<file path="src/rtl/qau_pkg.sv">
package qau_pkg;

  // Component and scalar formats
  localparam int CW   = 16;            // component width, signed Q2.14
  localparam int FB   = 14;            // fraction bits of a component
  localparam int SCW  = 32;            // scalar result width
  localparam int PW   = 2 * CW + 1;    // one product, after optional negation
  localparam int SUMW = 2 * CW + 3;    // exact sum of four products
  localparam int SQW  = 2 * CW + 1;    // sum of squares, always non-negative
  localparam int RW   = (SQW + 1) / 2; // integer square root width
  localparam int DW   = SQW;           // divisor width

  // Pipeline timing
  localparam int U1_DLY = RW + CW + 2;  // first product unit to divider output
  localparam int U2_DLY = U1_DLY - 3;   // second product unit to divider output
  localparam int LAT    = 3 + RW + CW + 3;

  typedef logic signed [CW-1:0]  comp_t;
  typedef logic signed [SCW-1:0] scal_t;
  typedef comp_t [3:0]           quat_t;

  localparam comp_t CMAX = {1'b0, {(CW-1){1'b1}}};
  localparam comp_t CMIN = {1'b1, {(CW-1){1'b0}}};

  typedef enum logic [2:0] {
    OP_MUL   = 3'd0,
    OP_SCALE = 3'd1,
    OP_DOT   = 3'd2,
    OP_LENSQ = 3'd3,
    OP_NORM  = 3'd4,
    OP_INV   = 3'd5,
    OP_ROT   = 3'd6
  } opcode_t;

  typedef struct packed {
    logic [2:0] opcode;
    comp_t      qa_x;
    comp_t      qa_y;
    comp_t      qa_z;
    comp_t      qa_w;
    comp_t      qb_x;
    comp_t      qb_y;
    comp_t      qb_z;
    comp_t      qb_w;
    comp_t      scale_factor;
  } in_item_t;

  typedef struct packed {
    comp_t res_x;
    comp_t res_y;
    comp_t res_z;
    comp_t res_w;
    scal_t res_scalar;
    logic  zero_length;
    logic  saturated;
  } out_item_t;

  // Results of the first product unit, carried to the output stage
  typedef struct packed {
    quat_t      comp;
    logic [3:0] sat;
    scal_t      scal;
    logic       scal_sat;
    logic       zl;
  } u1_bundle_t;

  // Results of the second product unit (rotate)
  typedef struct packed {
    quat_t      comp;
    logic [3:0] sat;
  } u2_bundle_t;

  // Operands for the divider, carried across the square root
  typedef struct packed {
    logic [3:0][CW-1:0] mag;
    logic [3:0]         neg;
    logic               inv;
    logic [DW-1:0]      sq;
  } div_op_t;

  // Hamilton product term table: lane i, term j is A[HA_IDX[j]] * B[HB_IDX[i][j]],
  // negated where bit j of H_NEG[i] is set. Lanes are x, y, z, w.
  localparam logic [1:0] HA_IDX [4] = '{2'd3, 2'd0, 2'd1, 2'd2};
  localparam logic [1:0] HB_IDX [4][4] = '{
    '{2'd0, 2'd3, 2'd2, 2'd1},
    '{2'd1, 2'd2, 2'd3, 2'd0},
    '{2'd2, 2'd1, 2'd0, 2'd3},
    '{2'd3, 2'd0, 2'd1, 2'd2}
  };
  localparam logic [3:0] H_NEG [4] = '{4'b1000, 4'b0010, 4'b0100, 4'b1110};

endpackage

</file>
<file path="src/rtl/qau_sqrt.sv">
module qau_sqrt
  import qau_pkg::*;
(
  input  logic           clk,
  input  logic           en,
  input  logic [SQW-1:0] rad_i,
  output logic [RW-1:0]  root_o
);

  localparam int SQE = 2 * RW;

  logic [SQE-1:0] rad_nxt  [RW];
  logic [RW:0]    rem_nxt  [RW];
  logic [RW-1:0]  root_nxt [RW];
  logic [SQE-1:0] rad_r    [RW];
  logic [RW:0]    rem_r    [RW];
  logic [RW-1:0]  root_r   [RW];

  // One root bit per stage, two radicand bits consumed per stage
  always_comb begin
    logic [SQE-1:0] rad_in;
    logic [RW:0]    rem_in;
    logic [RW-1:0]  root_in;
    logic [RW+2:0]  rem_sh;
    logic [RW+2:0]  trial;
    logic [RW+2:0]  diff;
    rad_in  = '0;
    rem_in  = '0;
    root_in = '0;
    rem_sh  = '0;
    trial   = '0;
    diff    = '0;
    for (int k = 0; k < RW; k++) begin
      if (k == 0) begin
        rad_in  = SQE'(rad_i);
        rem_in  = '0;
        root_in = '0;
      end else begin
        rad_in  = rad_r[k-1];
        rem_in  = rem_r[k-1];
        root_in = root_r[k-1];
      end
      rem_sh = {rem_in, rad_in[SQE-1 -: 2]};
      trial  = {1'b0, root_in, 2'b01};
      diff   = rem_sh - trial;
      if (rem_sh >= trial) begin
        rem_nxt[k]  = diff[RW:0];
        root_nxt[k] = {root_in[RW-2:0], 1'b1};
      end else begin
        rem_nxt[k]  = rem_sh[RW:0];
        root_nxt[k] = {root_in[RW-2:0], 1'b0};
      end
      rad_nxt[k] = rad_in << 2;
    end
  end

  always_ff @(posedge clk) begin
    if (en) begin
      rad_r  <= rad_nxt;
      rem_r  <= rem_nxt;
      root_r <= root_nxt;
    end
  end

  assign root_o = root_r[RW-1];

endmodule

</file>
<file path="config.mk">
export PLATFORM = sky130hd
export DESIGN_NAME = qau_sqrt
export DESIGN_NICKNAME = d
export VERILOG_FILES = /design/src/rtl/qau_pkg.sv /design/src/rtl/qau_sqrt.sv
export SDC_FILE = /design/constraint.sdc
export NUM_CORES = 1
export LEC_CHECK = 0
export ABC_AREA = 1
export BUFFER_PORTS_ARGS = -buffer_cell sky130_fd_sc_hd__clkbuf_2
export CORE_MARGIN = 2
export CORE_UTILIZATION = 55
export CTS_BUF_LIST = sky130_fd_sc_hd__clkbuf_2
export DETAILED_ROUTE_END_ITERATION = 12
export PLACE_DENSITY = 0.71
export SLEW_MARGIN = 25
export SYNTH_ARGS = -nofsm -noshare
export SYNTH_HDL_FRONTEND = slang
export SYNTH_SLANG_ARGS = --single-unit
</file>
<file path="constraint.sdc">
create_clock -name clk -period 2.6 [get_ports clk]
set_input_delay 0.13 -clock clk [delete_from_list [all_inputs] [get_ports clk]]
set_output_delay 0.13 -clock clk [all_outputs]
set_load 0.01 [all_outputs]
</file>
# After elaboration in Yosys (flattened, before gate mapping)
# Cells that the tools add are included.
word_totals:
  reg_bits: 697
  elab_cells: 116
  in_bits: 35
  out_inout_bits: 17
classes:
  n_lt_le_gt_ge: 17
  n_addsub: 16
  n_mux: 33
ops:
  columns: ["cell", "n"]
  rows:
  - ["two-way mux 18 bit", 15]
  - [">= comparator 20 x 10 -> 1 bit", 1]
  - [">= comparator 20 x 11 -> 1 bit", 1]
  - [">= comparator 20 x 12 -> 1 bit", 1]
  - [">= comparator 20 x 13 -> 1 bit", 1]
  - [">= comparator 20 x 14 -> 1 bit", 1]
  - [">= comparator 20 x 15 -> 1 bit", 1]
  - [">= comparator 20 x 16 -> 1 bit", 1]
  - [">= comparator 20 x 17 -> 1 bit", 1]
  - [">= comparator 20 x 18 -> 1 bit", 1]
  - [">= comparator 20 x 3 -> 1 bit", 1]
  - [">= comparator 20 x 4 -> 1 bit", 1]
  - [">= comparator 20 x 5 -> 1 bit", 1]
  - [">= comparator 20 x 6 -> 1 bit", 1]
  - [">= comparator 20 x 7 -> 1 bit", 1]
  - [">= comparator 20 x 8 -> 1 bit", 1]
  - [">= comparator 20 x 9 -> 1 bit", 1]
  - ["two-way mux 1 bit", 18]
  - ["subtractor 18 x 10 -> 18 bit", 1]
  - ["subtractor 18 x 11 -> 18 bit", 1]
  - ["subtractor 18 x 12 -> 18 bit", 1]
  - ["subtractor 18 x 13 -> 18 bit", 1]
  - ["subtractor 18 x 14 -> 18 bit", 1]
  - ["subtractor 18 x 15 -> 18 bit", 1]
  - ["11 further kinds", 11]

# Longest topological paths before layout
# Gate-level depths: netlist of the first run.
depth:
  word_depth: 2
  ltp_mapped: 14
  depth_no_buf: 14

# Least setup slack after synthesis of the first run
# OpenSTA, ideal clock, no wires.
synth_timing:
  path_type: "flip-flop to flip-flop"
  startpoint: "register rem_r[113] (netlist bit)"
  endpoint: "register rem_r[94] (netlist bit) (data pin)"
  period_less_slack_ns: 1.909
  setup_time_ns: 0.252
  required_ns: 2.348
  setup_slack_ns: 0.691
  n_path_buf: 2
  arrival_time_ns: 1.657
  path_stages_with_launch: 14
  cell_sequence: "edfxtp_1 > ha_1 > nand2_1 > inv_1 > nand2_1 > nand2_1 > a21oi_1 > nand2_1 > nand2_1 > nand2_2 > buf_6 > buf_6 > nand2_1 > nand2_1"
synth_lines:
  columns: ["element", "line", "rtl"]
  rows:
  - ["from (decl)", "qau_sqrt.sv:16", "logic [RW:0] rem_r [RW];"]
  - ["from (signal assigned)", "qau_sqrt.sv:60", "rem_r <= rem_nxt;"]

==> summary.txt, run 1 <==
Status
  • Status: finished clean

Finish
  • Post-route cell area: 39000 um2
  • Non-Filler Instances: 4858
  • Proportion of layout cells with a drive suffix above 1: 12.3%
  • Seq. cell area: 20500 um2
  • Final design utilization: 62.1%
  • Area of the multi-input gates: 12100 um2
  • Nets: 4090
  • Fillers: 5258
  • Most common cell after layout, fill and taps aside: nand2_1
  • Commonest non-fill, non-tap cells in the layout: nand2_1, edfxtp_1, inv_1
  • Synthesis-to-finish area growth: 11.8%

Synth
  • Post-synth ARST share: 0%
  • Synthesis-stage register bit count: 682
  • Synth Warn #: 0
  • Cell count after synthesis: 3546
  • Post-synth net total: 3750
  • Post-Syn Area: 34900 um2
  • Post-synthesis sequential area ratio: 58.7%
  • Mean area per synthesized cell: 9.84 um2
  • Post-synth top flop: edfxtp_1
  • Number of flops mapped to enable cells by yosys: 682
  • Post-synth cell types: 48

Worst setup path
  • Slowest cell delay on critical path: 390 ps
  • Worst path depth: 8
  • Flop2flop setup slack: 230 ps
  • Buf/Inv on CP: 2
  • Worst r2r src: root_r[141]
  • Critical R2R Capture: rem_r[133]
  • Worst path slowest cell: edfxtp_1
  • CP Data Arrival Time: 3390 ps
  • Class of the most critical setup path: flop to flop
  • Worst Setup End Kind: flop
  • Critical Path Source Type: flop
  • Worst Setup EP: rem_r[133]
  • Cells on worst reg2reg path: 8
  • CP top delay family: compound AO/OA/AOI/OAI gates
  • Worst EP required: 3610 ps
  • Crit. Startpoint: root_r[141]
  • Critical-path maximum fanout: 21
  • Cells along the critical path: inv_1 -> ha_1 -> a21oi_1 -> nand2_1 -> a21oi_2 -> nand3_4 -> inv_2 -> o21ai_0

Power
  • Net Switching: 0.00846 W
  • Sw Share: 31.8%
  • Power share of the clock group: 26.3%
  • Logic pwr share: 20.4%
  • Power per cell area: 682 nW/um2
  • Leak: 17.4 nW
  • Peak VDD IR: 0.415 mV
  • Sequential share of power: 53.3%
  • Cell Int Power: 0.0181 W

Clocking
  • CTS H-tree depth: 4
  • CTS max path bufs: 3
  • Clock transition at path regs: 150 ps
  • CTS tree: yes
  • Clk sinks: 682
  • Clk root buf: clkbuf_2
  • Num CTS Buffers: 169
  • Skew-Pair Late Insertion Delay: 1400 ps

STA
  • Fmax: 422 MHz
  • Final hold slack: 399 ps
  • Worst-Margin Slew: 849 ps
  • Unrepaired setup endpoints after global routing: no
  • Fin Setup TNS: 0 ps
  • Max-Slew Margin vs Limit: 43.4%
  • Final Max Slew Viols: 0
  • Final Hold Fails: 0
  • Period utilisation layout: 91.2%
  • Final worst clock skew: 111 ps
  • Tmin final: 2370 ps
  • Setup violators final: 0

Floorplan
  • Die Span Y: 256 um
  • Rows: 92
  • Initial core utilization: 55.5%
  • Die Span X: 256 um
  • Die Area: 65500 um2
  • Core Footprint: 62900 um2
  • Ports: 52

Detailed routing
  • Vias/cell: 5.03
  • Final wirelength: 73400 um
  • DR vias: 24500
  • WL/cell: 15.1 um
  • Initial drt markers: 1996
  • DRC Markers: 0
  • Pre-antenna DRT Iters: 7
  • Final ANT Viol Nets: 0

Global routing
  • Total Routing Usage GR: 22.8%
  • Vias in the first global route: 23800
  • Largest net degree at the start of global routing: 93
  • First-pass GRT wire length: 119000 um
  • Initial antenna violation count: 2
  • Remaining Overflow, GRT: 0

Placement
  • Buffers on Ports: 51
  • Placer Congestion: 0.921
  • DP HPWL: 52300 um
  • Cell area after placement: 36400 um2
  • DP Cell Count: 4455

Hold path
  • Hold Crit Class: flop to flop

Run
  • Max Cap Viol: 0
## through the flow
stage,total power [W],setup slack [ps]
finish,0.0266,229
global route,0.0283,50.1
CTS,0.0268,182
detailed placement,0.0197,200
global placement,0.0196,206
floorplan,0.0180,691
## cell type report
class | instances | area share [%]
clock inverter | 51 | 0.770
inverter | 556 | 5.39
clock buffer | 240 | 3.08
sequential | 682 | 52.5
timing repair buffer | 193 | 4.53
tap | 846 | 2.71
multi-input combinational | 2284 | 31.0
antenna | 6 | 0.0385
## sequential cells by signal, summed over array words and instances (netlist names)
name     flops
rem_r      257
rad_nxt    240
root_r     136
rad_r       32
root_o      17
## logic make-up (layout without fill, tap and decap cells)
family                     after synthesis  after routing  synth area share (%)
AOI/OAI and AO/OA                      328            328                  5.49
DFF                                    682            682                  58.7
other                                    1              7                0.0107
buffers and inverters                  580           1040                  6.71
xor gates and xnor gates               102            102                  2.56
and+or+nand+nor                       1684           1684                  20.5
adders and majority gates              169            169                  6.06
## worst register-to-register path, stage by stage, from the launching register on
cell and delay (ps):
edfxtp_1 390, inv_1 60, ha_1 340, a21oi_1 250
nand2_1 120, a21oi_2 220, nand3_4 190, inv_2 390
o21ai_0 160
## repair_timing
action / in CTS / in global routing
endpoints found under the setup margin: 0 / 8
hold buffers: 102 / 0
buffers inserted: 0 / 4
endpoints found under the hold margin: 715 / 0
gates resized for setup: 0 / 3
## worst min-delay path by stage
stage | depth (start not counted) | slack [ps] | end | startpoint
finish | 0 | 400 | rad_nxt[326] | rad_nxt[358]
global route | 4 | 350 | rad_nxt[131] | en
CTS | 4 | 320 | rad_nxt[131] | en
detailed placement | 1 | 310 | rad_nxt[536] | rad_i[22]
global placement | 1 | 310 | rad_nxt[515] | rad_i[1]
floorplan | 0 | 230 | rad_nxt[514] | rad_i[0]
## synth_stat cells, types with 3 or more instances
master    number  area, um2
nor2_4         6       67.6
o21ai_0       86        430
nand3_1      191        956
buf_6         16        180
a21oi_1      137        686
nand4_1       43        269
buf_4          4       30.0
nor2_1       271       1020
o21ai_2       33        289
xor2_1        62        543
nor2_2        12       75.1
nand2_1     1037       3890
a21oi_2       24        210
nand2_2       23        144
nand3_2        8       80.1
nand2_4        3       33.8
inv_1        544       2040
o21ai_1       28        140
o21bai_1       8       60.1
buf_2          3       15.0
nor4_1         4       25.0
nand3b_1      32        240
xnor2_1       40        350
ha_1         169       2110
edfxtp_1     682      20500
nor3_1        35        175
or2_2          8       50.1
inv_2          9       33.8
o21a_1         3       22.5
## power by group through the flow
stage	registers (W)	logic, W	clock network [W]
after floorplan	0.0141	0.00390	0
after global placement	0.0144	0.00515	0
after detailed placement	0.0144	0.00522	0
after global routing	0.0143	0.00620	0.00781
after CTS	0.0142	0.00537	0.00725
final	0.0142	0.00542	0.00700
## routing by layer
layer  global-route usage (%)  vias up  wire [um]
met5                        0        -          0
met4                     7.67        0       1410
met3                     4.36      118       3770
met2                     39.1      600      36400
met1                     29.1    11200      31900
li1                         -    12600          -
(Power assumes the default switching activity.)
==> inputs of run 2 (changes only) <==
PLACE_DENSITY = 0.78   (was 0.71)
==> summary.txt, run 2 (same netlist as run 1, synthesis figures left out) <==
Status
  • Status: finished clean

Finish
  • Nets: 4097 (+0.17%)
  • Most common cell after layout, fill and taps aside: nand2_1
  • Commonest non-fill, non-tap cells in the layout: nand2_1, edfxtp_1, inv_1
  • Largest register FFs: 257 (unchanged)
  • Proportion of layout cells with a drive suffix above 1: 12.1% (-0.14 points)
  • Final design utilization: 62.2% (+0.16 points)
  • Largest Register: rem_r
  • Synthesis-to-finish area growth: 12.1%

Global routing
  • Largest net degree at the start of global routing: 87 (-6.5%)
  • First-pass GRT wire length: 121000 um (+1.7%)
  • Remaining Overflow, GRT: 0 (unchanged)
  • Total Routing Usage GR: 23.0% (+0.24 points)
  • Busiest layer in global routing: met2
  • M3 GR Usage: 4.91% (+0.55 points)
  • Vias in the first global route: 24400 (+2.8%)
  • Initial antenna violation count: 2 (unchanged)
  • Met2 usage: 38.5% (-0.58 points)
  • GR Layer Usage met1: 29.2% (+0.077 points)

Clocking
  • CTS max path bufs: 3 (unchanged)
  • Clk sinks: 682 (unchanged)
  • Num CTS Buffers: 174 (+3.0%)
  • Clock transition at path regs: 100 ps (-50 ps)
  • CTS tree: yes
  • Skew-Pair Late Insertion Delay: 1420 ps (+20 ps)
  • Clk root buf: clkbuf_2
  • CTS H-tree depth: 4 (unchanged)

Worst setup path
  • Worst EP required: 3630 ps (+20 ps)
  • Worst Setup End Kind: flop
  • Critical Path Source Type: flop
  • Critical-path maximum fanout: 12 (-43%)
  • CP Data Arrival Time: 3520 ps (+130 ps)
  • Crit-path most repeated cell: nand2_1
  • Cells along the critical path: inv_1 -> ha_1 -> a21oi_1 -> nand2_1 -> a21oi_1 -> nand2_1 -> nand2_1 -> nand2_2 -> buf_4 -> nand2_1 -> nand2_1
  • Slowest cell delay on critical path: 490 ps (+100 ps)
  • Buf/Inv on CP: 2 (unchanged)
  • CP top delay family: simple AND/OR/NAND/NOR gates
  • Worst path slowest cell: edfxtp_1
  • Class of the most critical setup path: flop to flop

Detailed routing
  • Vias/cell: 5.12 (+1.7%)
  • DRC Markers: 0 (unchanged)
  • DR vias: 25000 (+2.1%)
  • Final ANT Viol Nets: 0 (unchanged)
  • Initial drt markers: 1984 (-0.60%)
  • WL/cell: 15.3 um (+1.4%)
  • Final wirelength: 74700 um (+1.8%)
  • Pre-antenna DRT Iters: 5 (-2)

Hold path
  • Hold Crit Class: flop to flop

STA
  • Worst-Margin Slew: 834 ps (-15.3 ps)
  • Setup violators final: 0 (unchanged)
  • Fmax: 402 MHz (-4.6%)
  • Final worst clock skew: 141 ps (+30.1 ps)
  • Tmin final: 2490 ps (+114 ps)
  • Max-Slew Margin vs Limit: 44.4% (+1.0 points)
  • Final hold slack: 378 ps (-21.2 ps)
  • Period utilisation layout: 95.6% (+4.4 points)
  • Final Max Slew Viols: 0 (unchanged)
  • Unrepaired setup endpoints after global routing: no
  • Final Hold Fails: 0 (unchanged)
  • Fin Setup TNS: 0 ps (unchanged)

Floorplan
  • Die Span Y: 256 um (unchanged)
  • Die Area: 65500 um2 (unchanged)
  • Die Span X: 256 um (unchanged)
  • Rows: 92 (unchanged)
  • Initial core utilization: 55.5% (unchanged)
  • Ports: 52 (unchanged)
  • Core Footprint: 62900 um2 (unchanged)

Power
  • Total power: 0.0267 W (+0.43%)
  • Power per cell area: 683 nW/um2 (+0.18%)
  • Peak VDD IR: 0.545 mV (+31%)
  • Leak: 17.5 nW (+0.14%)

Placement
  • Buffers on Ports: 51 (unchanged)
  • Placer Congestion: 0.932 (+1.2%)
  • DP HPWL: 53000 um (+1.4%)

Run
  • Max Cap Viol: 0 (unchanged)
[run 2: cell count changes in the layout (fill, tap and decap cells not counted), sizes merged]
| cell | before | now |
|---|---|---|
| clkinv | 39 | 70 |
| clkbuf | 290 | 281 |
| buf | 42 | 44 |
| clkinvlp | 0 | 2 |
| diode | 6 | 4 |
| inv | 567 | 565 |
| bufinv | 1 | 0 |
[run 2: where the power goes]
group	internal, W	total, W	switching, W	leakage, nW
Clock	0.00257	0.00704	0.00447	1.16
Sequential	0.0135	0.0142	0.000704	6.54
Combinational	0.00199	0.00547	0.00348	9.78
Total	0.0181	0.0267	0.00866	17.5
[run 2: path summary, 6_finish.rpt]
check	startpoint	to	slack (ps)	depth (start not counted)
min reg2reg	rad_nxt[339]	rad_r[339]	380	0
min	rad_nxt[339]	rad_r[339]	380	0
max	root_r[111]	rem_r[102]	110	11
max reg2reg	root_r[111]	rem_r[102]	110	11
[run 2: layout make-up]
| type | count | area, um2 |
|---|---|---|
| antenna | 4 | 10.0 |
| clock buffer | 231 | 1160 |
| clock inverter | 81 | 417 |
| fill | 5160 | 23800 |
| inverter | 556 | 2100 |
| multi-input combinational | 2284 | 12100 |
| sequential | 682 | 20500 |
| tap | 846 | 1060 |
| timing repair buffer | 195 | 1790 |
[run 2: through the flow]
stage                     cells  area, um2  setup slack [ps]
after detailed placement   4460      36500               208
after global placement     4460      36500               211
after floorplan            3546      34900               691
after CTS                  4874      39100               130
after global routing       4879      39100              26.9
final                      4879      39100               115
[run 2: what timing repair did]
item / 4_1_cts / 5_1_grt
hold buffers: 102 / 0
endpoints found under the hold margin: 715 / 0
buffers inserted: 0 / 1
resized for setup: 0 / 3
setup endpoints to repair: 0 / 13
[run 2: worst register-to-register path, delay by kind of cell, from the launching register on]
kind                     cells  cell delay [ps]
buffers and inverters        2              320
flip-flops                   1              490
adder cells (fa/ha/maj)      1              370
AO/OA/AOI/OAI                2              380
AND/OR/NAND/NOR              6              630
[run 2: layer usage]
layer	wire [um]	vias up
li1	-	12600
met1	31900	11400
met2	35800	832
met3	4530	177
met4	2440	0
met5	0	-
==> inputs of run 3 (changes only) <==
CORE_MARGIN = 4   (was 2)
CTS_BUF_LIST = sky130_fd_sc_hd__clkbuf_8   (was sky130_fd_sc_hd__clkbuf_2)
clock period = 2.3 ns   (was 2.6 ns; I/O delays follow)
==> summary.txt, run 3 (same netlist as run 1, synthesis figures left out) <==
Global routing
  • First-pass GRT wire length: 120000 um (-0.44%)
  • Vias in the first global route: 23600 (-3.3%)
  • Largest net degree at the start of global routing: 100 (+15%)
  • Remaining Overflow, GRT: 0 (unchanged)
  • Initial antenna violation count: 1 (-1)
  • Total Routing Usage GR: 22.1% (-0.92 points)

STA
  • Max-Slew Margin vs Limit: 59.9% (+16 points)
  • Period utilisation layout: 95.0% (-0.62 points)
  • Worst-Margin Slew: 597 ps (-237 ps)
  • Tmin final: 2180 ps (-301 ps)
  • Final Max Slew Viols: 0 (unchanged)
  • Fmax: 458 MHz (+14%)
  • Fin Setup TNS: 0 ps (unchanged)
  • Setup violators final: 0 (unchanged)
  • Final worst clock skew: 85.4 ps (-56.0 ps)
  • Final Hold Fails: 0 (unchanged)

Detailed routing
  • Final ANT Viol Nets: 0 (unchanged)
  • Final wirelength: 74500 um (-0.33%)
  • Vias/cell: 5.15 (+0.57%)
  • DR vias: 24600 (-1.4%)
  • DRC Markers: 0 (unchanged)
  • Initial drt markers: 1928 (-2.8%)
  • WL/cell: 15.6 um (+1.7%)
  • Pre-antenna DRT Iters: 6 (+1)

Worst setup path
  • CP Data Arrival Time: 2620 ps (-900 ps)
  • Flop2flop setup slack: 120 ps (about the same)
  • Critical R2R Capture: rem_r[93]
  • Critical Path Source Type: flop
  • Worst EP required: 2740 ps (-890 ps)
  • Crit. Startpoint: root_r[107]
  • Worst Setup End Kind: flop
  • Class of the most critical setup path: flop to flop
  • Critical-path maximum fanout: 8 (-4)
  • Worst r2r src: root_r[107]
  • Cells on worst reg2reg path: 11 (unchanged)

Hold path
  • Hold-critical path depth: 2 (+2)
  • Hold Crit Class: input pin to flop
  • Hold path start: rad_i[24]
  • Hold EP: rad_nxt[538]

Clocking
  • CTS H-tree depth: 3 (-1)
  • Skew-Pair Late Insertion Delay: 760 ps (-660 ps)
  • Num CTS Buffers: 110 (-37%)
  • CTS tree: yes
  • Clock transition at path regs: 60 ps (-40 ps)
  • Clk root buf: clkbuf_8
  • Clk sinks: 682 (unchanged)
  • CTS max path bufs: 3 (unchanged)

Placement
  • Placer Congestion: 0.907 (-2.8%)
  • Buffers on Ports: 51 (unchanged)
  • DP HPWL: 54800 um (+3.4%)
  • DP Cell Count: 4529 (+1.5%)

Finish
  • Area of the multi-input gates: 12200 um2 (+1.2%)
  • Nets: 4048 (-1.2%)
  • Synthesis-to-finish area growth: 14.2%
  • Seq. cell area: 20500 um2 (unchanged)
  • Proportion of layout cells with a drive suffix above 1: 12.4% (+0.26 points)
  • Fillers: 4945 (-4.2%)
  • Commonest non-fill, non-tap cells in the layout: nand2_1, edfxtp_1, inv_1
  • Largest register FFs: 257 (unchanged)
  • Non-Filler Instances: 4782 (-2.0%)
  • Most common cell after layout, fill and taps aside: nand2_1
  • Largest Register: rem_r

Power
  • Peak VDD IR: 0.854 mV (+57%)
  • Leak: 17.7 nW (+1.1%)
  • Power per cell area: 823 nW/um2 (+20%)

Floorplan
  • Rows: 92 (unchanged)
  • Initial core utilization: 55.4% (-0.10 points)
  • Die Span X: 260 um (+1.6%)
  • Die Area: 67500 um2 (+3.2%)
  • Core Footprint: 63000 um2 (+0.18%)
  • Die Span Y: 260 um (+1.6%)
  • Ports: 52 (unchanged)

Run
  • Max Cap Viol: 0 (unchanged)

Status
  • Status: finished clean
run 3: report_power, final:
group / switching, W / total (W) / leakage, nW / internal (W)
clock network: 0.00489 / 0.0104 / 1.24 / 0.00548
registers: 0.000799 / 0.0161 / 6.54 / 0.0153
logic: 0.00398 / 0.00634 / 9.89 / 0.00236
total: 0.00967 / 0.0328 / 17.7 / 0.0231
run 3: worst max-delay path by stage:
stage | endpoint | cells after the start
floorplan | rem_r[94] | 13
global placement | rem_r[133] | 7
detailed placement | rem_r[220] | 8
CTS | rem_r[222] | 9
global route | rem_r[133] | 10
finish | rem_r[93] | 11
run 3: layout make-up:
type	instances	share of cell area, %
flip-flops and latches	682	51.4
multi-input cells	2284	30.7
inverters	556	5.29
repair buffers	210	4.50
clock buffers	111	3.83
well taps	846	2.66
clock inverters	92	1.65
diodes	1	0.00628
run 3: timing repair:
action                                 CTS  global route
setup endpoints to repair               14           105
endpoints found under the hold margin  160             0
pin swaps                                0             3
buffers inserted                         0             7
hold buffers                            42             0
resized for setup                        4            45
run 3: worst max-delay path: stages (launching register included):
cell      delay [ps]
edfxtp_1         370
inv_1             60
ha_1             350
a21oi_1          250
nand2_1          130
a21oi_2          150
nand2_1           80
nand2_1           80
nand2_2          100
buf_4            190
nand2_1           70
nand2_1           90
run 3: per-stage QoR:
step	power [W]	setup WS [ps]	hold WS, ps	utilization, %	area, um2
floorplan	0.0204	391	214	-	34900
detailed placement	0.0225	-5.37	294	58.8	37000
finish	0.0328	116	76.1	63.3	39900
global route	0.0347	-13.7	36.4	63.3	39900
CTS	0.0330	55.8	2.18	63.0	39600
global placement	0.0223	69.1	293	58.8	37000
run 3: layer usage:
metal	GRT usage [%]	vias to the layer above	wire, um
met5	0	-	0
met4	7.51	0	2380
met3	3.87	161	3600
met2	37.7	661	36400
met1	28.8	11400	32100
li1	-	12400	-
